[src/design/itoa_pkg.sv]
// itoa_pkg: shared types, constants and helpers for the integer to ascii formatter
// no dependencies; imported by itoa_dabble and integer_to_ascii_formatter_top
`timescale 1ns / 1ps
`default_nettype none

package itoa_pkg;

  // fixed field widths
  localparam int VALUE_W    = 32;
  localparam int OPCODE_W   = 2;
  localparam int CHAR_W     = 8;
  localparam int IN_DATA_W  = 40;  // value + opcode, padded to whole bytes
  localparam int OUT_DATA_W = 8;

  localparam int WORD_BITS_DEF = 32;

  typedef enum logic [OPCODE_W-1:0] {
    OP_UDEC = 2'd0,
    OP_SDEC = 2'd1,
    OP_OCT  = 2'd2,
    OP_HEX  = 2'd3
  } op_t;

  localparam logic [CHAR_W-1:0] CH_MINUS = 8'h2D;
  localparam logic [CHAR_W-1:0] CH_ZERO  = 8'h30;
  localparam logic [CHAR_W-1:0] CH_UPPER_A = 8'h41;
  localparam logic [CHAR_W-1:0] CH_X     = 8'h78;
  localparam logic [CHAR_W-1:0] CH_SPACE = 8'h20;

  // number of decimal digits needed for a w-bit unsigned word
  function automatic int dec_digits(input int w);
    return (w * 30103) / 100000 + 1;
  endfunction

  // uppercase hex digit character
  function automatic logic [CHAR_W-1:0] digit_char(input logic [3:0] d);
    logic [CHAR_W-1:0] c;
    if (d < 4'd10) begin
      c = CH_ZERO + {4'd0, d};
    end else begin
      c = CH_UPPER_A + {4'd0, d} - 8'd10;
    end
    return c;
  endfunction

endpackage

`default_nettype wire

[src/design/integer_to_ascii_formatter_top.sv]
// integer_to_ascii_formatter_top: formats one word per item as ascii characters
// depends on itoa_pkg and itoa_dabble
`timescale 1ns / 1ps
`default_nettype none

// Each input item carries a word and a format code (unsigned decimal, signed
// decimal, octal with a leading '0', hex with "0x" and uppercase digits) and
// produces a run of characters, most significant digit first, with tlast on
// the final one. Decimal runs end in a space; octal and hex of zero give only
// the prefix. One item is handled at a time. Decimal formats first run the
// bit-serial binary to bcd shift loop, then step through the minus sign if
// there is one, the digit positions and the closing space. Octal and hex
// skip the conversion and step through their prefix characters and digit
// positions. The steps go one per cycle, but a step waits while the output
// side holds tready low and a character is still waiting. A new item is
// taken once the last character of the previous one has been moved into the
// output register.
module integer_to_ascii_formatter_top #(
  parameter int WORD_BITS = itoa_pkg::WORD_BITS_DEF
) (
  input  wire logic                              clk,
  input  wire logic                              rst_n,
  // in_tdata: value [31:0], opcode [33:32], zero padding [39:34]
  input  wire logic [itoa_pkg::IN_DATA_W-1:0]    in_tdata,
  input  wire logic                              in_tvalid,
  output logic                                   in_tready,
  // out_tdata: char_out [7:0]
  output logic [itoa_pkg::OUT_DATA_W-1:0]        out_tdata,
  output logic                                   out_tlast,
  output logic                                   out_tvalid,
  input  wire logic                              out_tready
);
  import itoa_pkg::*;

  localparam int DecDigits = dec_digits(WORD_BITS);
  localparam int HexDigits = (WORD_BITS + 3) / 4;
  localparam int OctDigits = (WORD_BITS + 2) / 3;
  localparam int EmW0      = (DecDigits * 4 > HexDigits * 4) ? DecDigits * 4 : HexDigits * 4;
  localparam int EmW       = (EmW0 > OctDigits * 3) ? EmW0 : OctDigits * 3;
  localparam int CntMax0   = (DecDigits > OctDigits) ? DecDigits : OctDigits;
  localparam int CntMax    = (CntMax0 > HexDigits) ? CntMax0 : HexDigits;
  localparam int DcntW     = $clog2(CntMax + 1);

  typedef enum logic [4:0] {
    ST_IDLE = 5'b00001,
    ST_CONV = 5'b00010,
    ST_PFX  = 5'b00100,
    ST_DIG  = 5'b01000,
    ST_SPC  = 5'b10000
  } state_t;

  state_t               state_r, state_nxt;
  op_t                  op_r, op_nxt;
  logic                 neg_r, neg_nxt;
  logic                 zero_r, zero_nxt;
  logic                 pfx_r, pfx_nxt;
  logic                 seen_r, seen_nxt;
  logic [EmW-1:0]       em_r, em_nxt;
  logic [DcntW-1:0]     dcnt_r, dcnt_nxt;
  logic                 out_valid_r, out_valid_nxt;
  logic [CHAR_W-1:0]    out_char_r, out_char_nxt;
  logic                 out_last_r, out_last_nxt;

  logic [WORD_BITS-1:0] in_word;
  op_t                  in_op;
  logic                 in_neg;
  logic                 accept;
  logic                 slot_free;
  logic                 conv_start;
  logic [WORD_BITS-1:0] conv_word;
  logic                 conv_done;
  logic [DecDigits*4-1:0] conv_bcd;
  logic [3:0]           dig;
  logic                 final_dig;
  logic                 pfx_last;

  assign in_word   = WORD_BITS'(in_tdata[VALUE_W-1:0]);
  assign in_op     = op_t'(in_tdata[VALUE_W +: OPCODE_W]);
  assign in_neg    = (in_op == OP_SDEC) && in_word[WORD_BITS-1];
  assign in_tready = (state_r == ST_IDLE);
  assign accept    = in_tvalid && in_tready;
  assign slot_free = !out_valid_r || out_tready;

  assign conv_start = accept && (in_op == OP_UDEC || in_op == OP_SDEC);
  assign conv_word  = in_neg ? (~in_word + WORD_BITS'(1)) : in_word;

  itoa_dabble #(
    .WORD_BITS (WORD_BITS)
  ) u_dabble (
    .clk   (clk),
    .rst_n (rst_n),
    .start (conv_start),
    .word  (conv_word),
    .done  (conv_done),
    .bcd   (conv_bcd)
  );

  // top digit of the emission shift register
  assign dig       = (op_r == OP_OCT) ? {1'b0, em_r[EmW-1 -: 3]} : em_r[EmW-1 -: 4];
  assign final_dig = (dcnt_r == DcntW'(1));
  assign pfx_last  = zero_r && (op_r == OP_OCT || (op_r == OP_HEX && pfx_r));

  always_comb begin
    state_nxt     = state_r;
    op_nxt        = op_r;
    neg_nxt       = neg_r;
    zero_nxt      = zero_r;
    pfx_nxt       = pfx_r;
    seen_nxt      = seen_r;
    em_nxt        = em_r;
    dcnt_nxt      = dcnt_r;
    out_valid_nxt = out_valid_r;
    out_char_nxt  = out_char_r;
    out_last_nxt  = out_last_r;

    if (out_tready) begin
      out_valid_nxt = 1'b0;
    end

    unique case (state_r)
      ST_IDLE: begin
        if (accept) begin
          op_nxt   = in_op;
          neg_nxt  = in_neg;
          zero_nxt = (in_word == '0);
          pfx_nxt  = 1'b0;
          seen_nxt = 1'b0;
          if (in_op == OP_HEX) begin
            em_nxt    = EmW'(in_word) << (EmW - HexDigits * 4);
            dcnt_nxt  = DcntW'(HexDigits);
            state_nxt = ST_PFX;
          end else if (in_op == OP_OCT) begin
            em_nxt    = EmW'(in_word) << (EmW - OctDigits * 3);
            dcnt_nxt  = DcntW'(OctDigits);
            state_nxt = ST_PFX;
          end else begin
            state_nxt = ST_CONV;
          end
        end
      end
      ST_CONV: begin
        if (conv_done) begin
          em_nxt    = EmW'(conv_bcd) << (EmW - DecDigits * 4);
          dcnt_nxt  = DcntW'(DecDigits);
          state_nxt = neg_r ? ST_PFX : ST_DIG;
        end
      end
      ST_PFX: begin
        if (slot_free) begin
          out_valid_nxt = 1'b1;
          out_last_nxt  = pfx_last;
          unique case (op_r)
            OP_HEX:  out_char_nxt = pfx_r ? CH_X : CH_ZERO;
            OP_OCT:  out_char_nxt = CH_ZERO;
            default: out_char_nxt = CH_MINUS;
          endcase
          if (op_r == OP_HEX && !pfx_r) begin
            pfx_nxt = 1'b1;
          end else if (pfx_last) begin
            state_nxt = ST_IDLE;
          end else begin
            state_nxt = ST_DIG;
          end
        end
      end
      ST_DIG: begin
        if (slot_free) begin
          // leading zeros are skipped, the units digit always goes out
          if (seen_r || dig != 4'd0 || final_dig) begin
            out_valid_nxt = 1'b1;
            out_char_nxt  = digit_char(dig);
            out_last_nxt  = final_dig && (op_r == OP_OCT || op_r == OP_HEX);
          end
          seen_nxt = seen_r || (dig != 4'd0);
          em_nxt   = (op_r == OP_OCT) ? (em_r << 3) : (em_r << 4);
          dcnt_nxt = dcnt_r - DcntW'(1);
          if (final_dig) begin
            state_nxt = (op_r == OP_OCT || op_r == OP_HEX) ? ST_IDLE : ST_SPC;
          end
        end
      end
      ST_SPC: begin
        if (slot_free) begin
          out_valid_nxt = 1'b1;
          out_char_nxt  = CH_SPACE;
          out_last_nxt  = 1'b1;
          state_nxt     = ST_IDLE;
        end
      end
      default: begin
        state_nxt = ST_IDLE;
      end
    endcase
  end

  always_ff @(posedge clk) begin
    if (!rst_n) begin
      state_r     <= ST_IDLE;
      out_valid_r <= 1'b0;
    end else begin
      state_r     <= state_nxt;
      out_valid_r <= out_valid_nxt;
    end
    op_r       <= op_nxt;
    neg_r      <= neg_nxt;
    zero_r     <= zero_nxt;
    pfx_r      <= pfx_nxt;
    seen_r     <= seen_nxt;
    em_r       <= em_nxt;
    dcnt_r     <= dcnt_nxt;
    out_char_r <= out_char_nxt;
    out_last_r <= out_last_nxt;
  end

  assign out_tvalid = out_valid_r;
  assign out_tdata  = out_char_r;
  assign out_tlast  = out_last_r;

endmodule

`default_nettype wire

[src/design/itoa_dabble.sv]
// itoa_dabble: bit-serial binary to bcd converter (shift and add-3), one bit per cycle
// depends on itoa_pkg
`timescale 1ns / 1ps
`default_nettype none

module itoa_dabble #(
  parameter int WORD_BITS = itoa_pkg::WORD_BITS_DEF
) (
  input  wire logic                                          clk,
  input  wire logic                                          rst_n,
  input  wire logic                                          start,
  input  wire logic [WORD_BITS-1:0]                          word,
  output logic                                               done,
  output logic [itoa_pkg::dec_digits(WORD_BITS)*4-1:0]       bcd
);
  import itoa_pkg::*;

  localparam int DecDigits = dec_digits(WORD_BITS);
  localparam int BcdW      = DecDigits * 4;
  localparam int CntW      = $clog2(WORD_BITS + 1);

  logic [WORD_BITS-1:0] bin_r, bin_nxt;
  logic [BcdW-1:0]      bcd_r, bcd_nxt, adj;
  logic [CntW-1:0]      cnt_r, cnt_nxt;
  logic                 busy_r, busy_nxt;

  // add 3 to every digit that is 5 or more before the shift
  always_comb begin
    for (int i = 0; i < DecDigits; i++) begin
      adj[i*4 +: 4] = (bcd_r[i*4 +: 4] >= 4'd5) ? bcd_r[i*4 +: 4] + 4'd3 : bcd_r[i*4 +: 4];
    end
  end

  always_comb begin
    bin_nxt  = bin_r;
    bcd_nxt  = bcd_r;
    cnt_nxt  = cnt_r;
    busy_nxt = busy_r;
    done     = 1'b0;
    if (start) begin
      bin_nxt  = word;
      bcd_nxt  = '0;
      cnt_nxt  = CntW'(WORD_BITS);
      busy_nxt = 1'b1;
    end else if (busy_r) begin
      if (cnt_r == '0) begin
        done     = 1'b1;
        busy_nxt = 1'b0;
      end else begin
        bcd_nxt = {adj[BcdW-2:0], bin_r[WORD_BITS-1]};
        bin_nxt = {bin_r[WORD_BITS-2:0], 1'b0};
        cnt_nxt = cnt_r - CntW'(1);
      end
    end
  end

  always_ff @(posedge clk) begin
    if (!rst_n) begin
      busy_r <= 1'b0;
      cnt_r  <= '0;
    end else begin
      busy_r <= busy_nxt;
      cnt_r  <= cnt_nxt;
    end
    bin_r <= bin_nxt;
    bcd_r <= bcd_nxt;
  end

  assign bcd = bcd_r;

endmodule

`default_nettype wire
[config.mk]
export PLATFORM = sky130hd
export DESIGN_NAME = integer_to_ascii_formatter_top
export DESIGN_NICKNAME = d
export VERILOG_FILES = /design/src/design/itoa_pkg.sv /design/src/design/integer_to_ascii_formatter_top.sv /design/src/design/itoa_dabble.sv
export SDC_FILE = /design/constraint.sdc
export NUM_CORES = 1
export LEC_CHECK = 0
export CAP_MARGIN = 20
export CORE_MARGIN = 2
export CORE_UTILIZATION = 30
export CTS_BUF_LIST = sky130_fd_sc_hd__clkbuf_8
export CTS_CLUSTER_DIAMETER = 100
export CTS_CLUSTER_SIZE = 20
export DETAILED_ROUTE_END_ITERATION = 12
export DONT_BUFFER_PORTS = 1
export GPL_TIMING_DRIVEN = 0
export SLEW_MARGIN = 20
export SYNTH_ARGS = -nofsm -noshare
export SYNTH_HDL_FRONTEND = slang
export SYNTH_SLANG_ARGS = --single-unit
[constraint.sdc]
create_clock -name clk -period 4.79 [get_ports clk]
set_input_delay 0.2395 -clock clk [delete_from_list [all_inputs] [get_ports clk]]
set_output_delay 0.2395 -clock clk [all_outputs]
set_load 0.02 [all_outputs]
==> results.tsv <==
metric	value	unit
post-route cell area	9380	um^2
Setup Skew	0.0110	ns
minimum clock period after layout	3.88	ns
WL met2	11200	um
vias in the first global route	6650	
core area	27700	um^2
cts repair resizes	0	
f_max	258	MHz
Vias	6753	
Slowest cell on crit path	clkbuf_1	
status	complete, no violations	
Cell Area, Synth	8420	um^2
number of CTS-inserted buffers	17	
Core Rows	61	
asr flop ratio synth	0	%
Post-CTS Setup Bufs	0	
IO buf count	0	
CP Cell Sequence	nand2b_1 > clkbuf_1 > clkbuf_1 > nor2_1 > a21oi_1 > ha_1 > inv_1 > a2111oi_0 > a21oi_1 > a211oi_1 > nor2_1	
Clk pin slew, worst setup/hold paths	0.08	ns
PwrDens	419	nW/um^2
critical path fanouts, max	10	
nets	994	
largest delay contributor family on the critical path	compound AO/OA/AOI/OAI gates	
required time of the critical path	4.96	ns
# DRC	0	
#FFs+latches synth	143	
synth unique cells	59	
H-tree levels	4	
Routed WL	22800	um
ys flop type	edfxtp_1	
Fin. Hold Viols	0	
I/O pins	55	
M1 WL	10100	um
top sig layer	met4	
gr ovfl total	0	
worst skew pair latency	0.47	ns
Crit. End Element	flip-flop	
Worst-Margin Slew	1.06	ns
crit path to	out_tdata[1]$_SDFFCE_PP0P_	
leak pwr	0.00340	uW
CP Data Arrival Time	4.05	ns
fin crit share	81.0	%
first-pass GRT wire length	35400	um
final setup fails	0	
CTS sink cnt	143	
Syn. warnings	0	
RR Endpoint	out_tdata[1]$_SDFFCE_PP0P_	
drt pass-1 iters	5	
Die X	172	um
Worst path max stage delay	0.59	ns
ANT nets after route	0	
met3 wire len	1100	um
Slew Limit Fails	0	
Starting Density	30.4	%
number of fillers in the final layout	2863	
Worst Hold Path Cells	2	
number of synthesized flops with an enable pin	90	
Initial DRC Count	366	
RSZ-0062 raised after global routing	no	
RR Startpoint	op_r[0]$_DFFE_PP_	
Via-to-Cell Ratio	5.14	
critical path type	reg -> reg	
clk buf depth	2	
largest net degree at the start of global routing	33	
layout cells sized above 1	4.27	%
Synth Instances	894	
final setup TNS	0	ns
drt wl/cell	17.4	um
dpl hpwl	16900	um
Area Overhead vs Synth	11.4	%
die height	172	um
DP Area	8940	um^2
CP Launch Type	flip-flop	
Hold/Removal Path Class	in -> reg	
crit path from	op_r[0]$_DFFE_PP_	
MaxCap Viol Count	0	
Tot Pwr	3930	uW
FF-to-FF path depth	11	
Crit path depth	11	
post-synthesis sequential area ratio	44.7	%
Slew HR	29.0	%
hold_ws	0.0240	ns
root buffer cell	clkbuf_8	
Synthesized Nets	965	
die area	29400	um^2
CTS tree	done	
GRT Util Overall	15.4	%
CTS Hold Bufs	7	
internal reg-to-reg setup slack	0.91	ns
RD Place Congestion	0.813	
Antenna diodes	0	
Syn Area/Cell	9.42	um^2
initial antenna violation count	0	
VDD IR max	0.150	mV
final core occ	33.8	%
Bufs and invs on worst path	3	
-- metal layers --
layer  up-vias  global-route usage (%)
met5         -                       0
met4         0                    5.27
met3        29                    2.23
met1      3226                    19.1
li1       3325                       -
met2       173                    27.2
-- registers in the layout, summed over array words and instances (netlist names) --
name / count
out_tdata: 7
neg_r: 1
seen_r: 1
u_dabble.busy_r: 1
em_r: 40
state_r: 5
u_dabble.cnt_r: 6
op_r: 2
pfx_r: 1
out_tvalid: 1
u_dabble.bin_r: 32
zero_r: 1
dcnt_r: 4
out_tlast: 1
u_dabble.bcd: 40
-- Yosys cell counts, drive strengths merged (8+ instances only) --
cell type	count	area share (%)
a211oi	22	2.0
a21oi	72	4.3
a31oi	9	0.67
buf	8	0.42
clkbuf	48	2.1
dfxtp	53	13
edfxtp	90	32
ha	27	4.0
inv	40	1.8
mux2i	82	9.8
nand2	127	5.7
nand2b	14	1.0
nand3	14	0.83
nor2	48	2.1
nor2b	8	0.59
nor3	14	0.83
nor3b	14	1.2
nor4	8	1.0
o21ai	57	3.4
o221ai	34	3.5
or4	8	0.71
xnor2	36	3.7
-- stage by stage --
step                      cells  setup slack (ns)
after detailed placement   1275             0.928
after global routing       1314             0.505
after CTS                  1314             0.888
after global placement     1272           -0.0124
after floorplan             894              1.17
final                      1314             0.911
-- worst reg2reg max path, delay by kind of cell, from the launching register on --
family	cells	cell delay, ns
DFF	1	0.43
adders and majority gates	1	0.19
AOI/OAI and AO/OA	4	1.27
and+or+nand+nor	3	0.51
buffers and inverters	3	1.19
-- how the worst min path moves through the flow --
stage	to	start
after global placement	state_r[0]$_SDFFE_PN1P_	rst_n
after floorplan	state_r[0]$_SDFFE_PN1P_	rst_n
after CTS	out_tvalid$_SDFF_PN0_	rst_n
final	out_tvalid$_SDFF_PN0_	rst_n
after detailed placement	state_r[0]$_SDFFE_PN1P_	rst_n
after global routing	u_dabble.bin_r[19]$_DFFE_PP_	in_tdata[19]
-- layout make-up --
| type | instances | area, um^2 | share of cell area, % |
|---|---|---|---|
| buffer | 56 | 215 | 2.30 |
| clock buffer | 17 | 234 | 2.50 |
| clock inverter | 15 | 129 | 1.37 |
| inverter | 40 | 150 | 1.60 |
| multi-input combinational | 655 | 4300 | 45.9 |
| sequential | 143 | 3760 | 40.1 |
| tap | 378 | 473 | 5.04 |
| timing repair buffer | 10 | 108 | 1.15 |
-- cell usage in the layout (no fill, tap or decap), types with 6 or more instances in the layout --
| cell | synthesis | routed |
|---|---|---|
| nand2_1 | 127 | 126 |
| clkinv_2 | 0 | 6 |
| or4_1 | 8 | 8 |
| inv_1 | 40 | 41 |
| nor2_1 | 48 | 48 |
| a31oi_1 | 9 | 9 |
| nor3b_1 | 14 | 13 |
| buf_1 | 6 | 6 |
| nor2b_1 | 8 | 8 |
| mux2i_1 | 82 | 82 |
| and3_1 | 7 | 7 |
| edfxtp_1 | 90 | 90 |
| nor3_1 | 14 | 14 |
| xnor2_1 | 36 | 36 |
| a21oi_1 | 72 | 72 |
| nand3_1 | 14 | 14 |
| ha_1 | 27 | 27 |
| o221ai_1 | 34 | 34 |
| dfxtp_1 | 53 | 53 |
| dlygate4sd3_1 | 0 | 7 |
| clkbuf_1 | 48 | 48 |
| a211oi_1 | 22 | 22 |
| clkbuf_8 | 0 | 17 |
| nand2b_1 | 14 | 14 |
| o21ai_0 | 54 | 54 |
-- logic make-up after synthesis --
group / count (synthesis) / share of synthesized area (%)
xor+xnor: 41 / 4.27
other cells: 1 / 0.0445
mux: 82 / 9.75
simple gates: 283 / 16.5
flops: 143 / 44.7
fa+ha+maj: 27 / 4.01
compound gates: 221 / 16.4
buf+inv: 96 / 4.34
-- where the power goes --
| group | internal [uW] | switching [uW] | total [uW] |
|---|---|---|---|
| logic | 461 | 724 | 1190 |
| clock network | 449 | 476 | 925 |
| registers | 1640 | 184 | 1820 |
| total | 2550 | 1380 | 3930 |
Note: power is estimated with default switching activity, not from simulation.
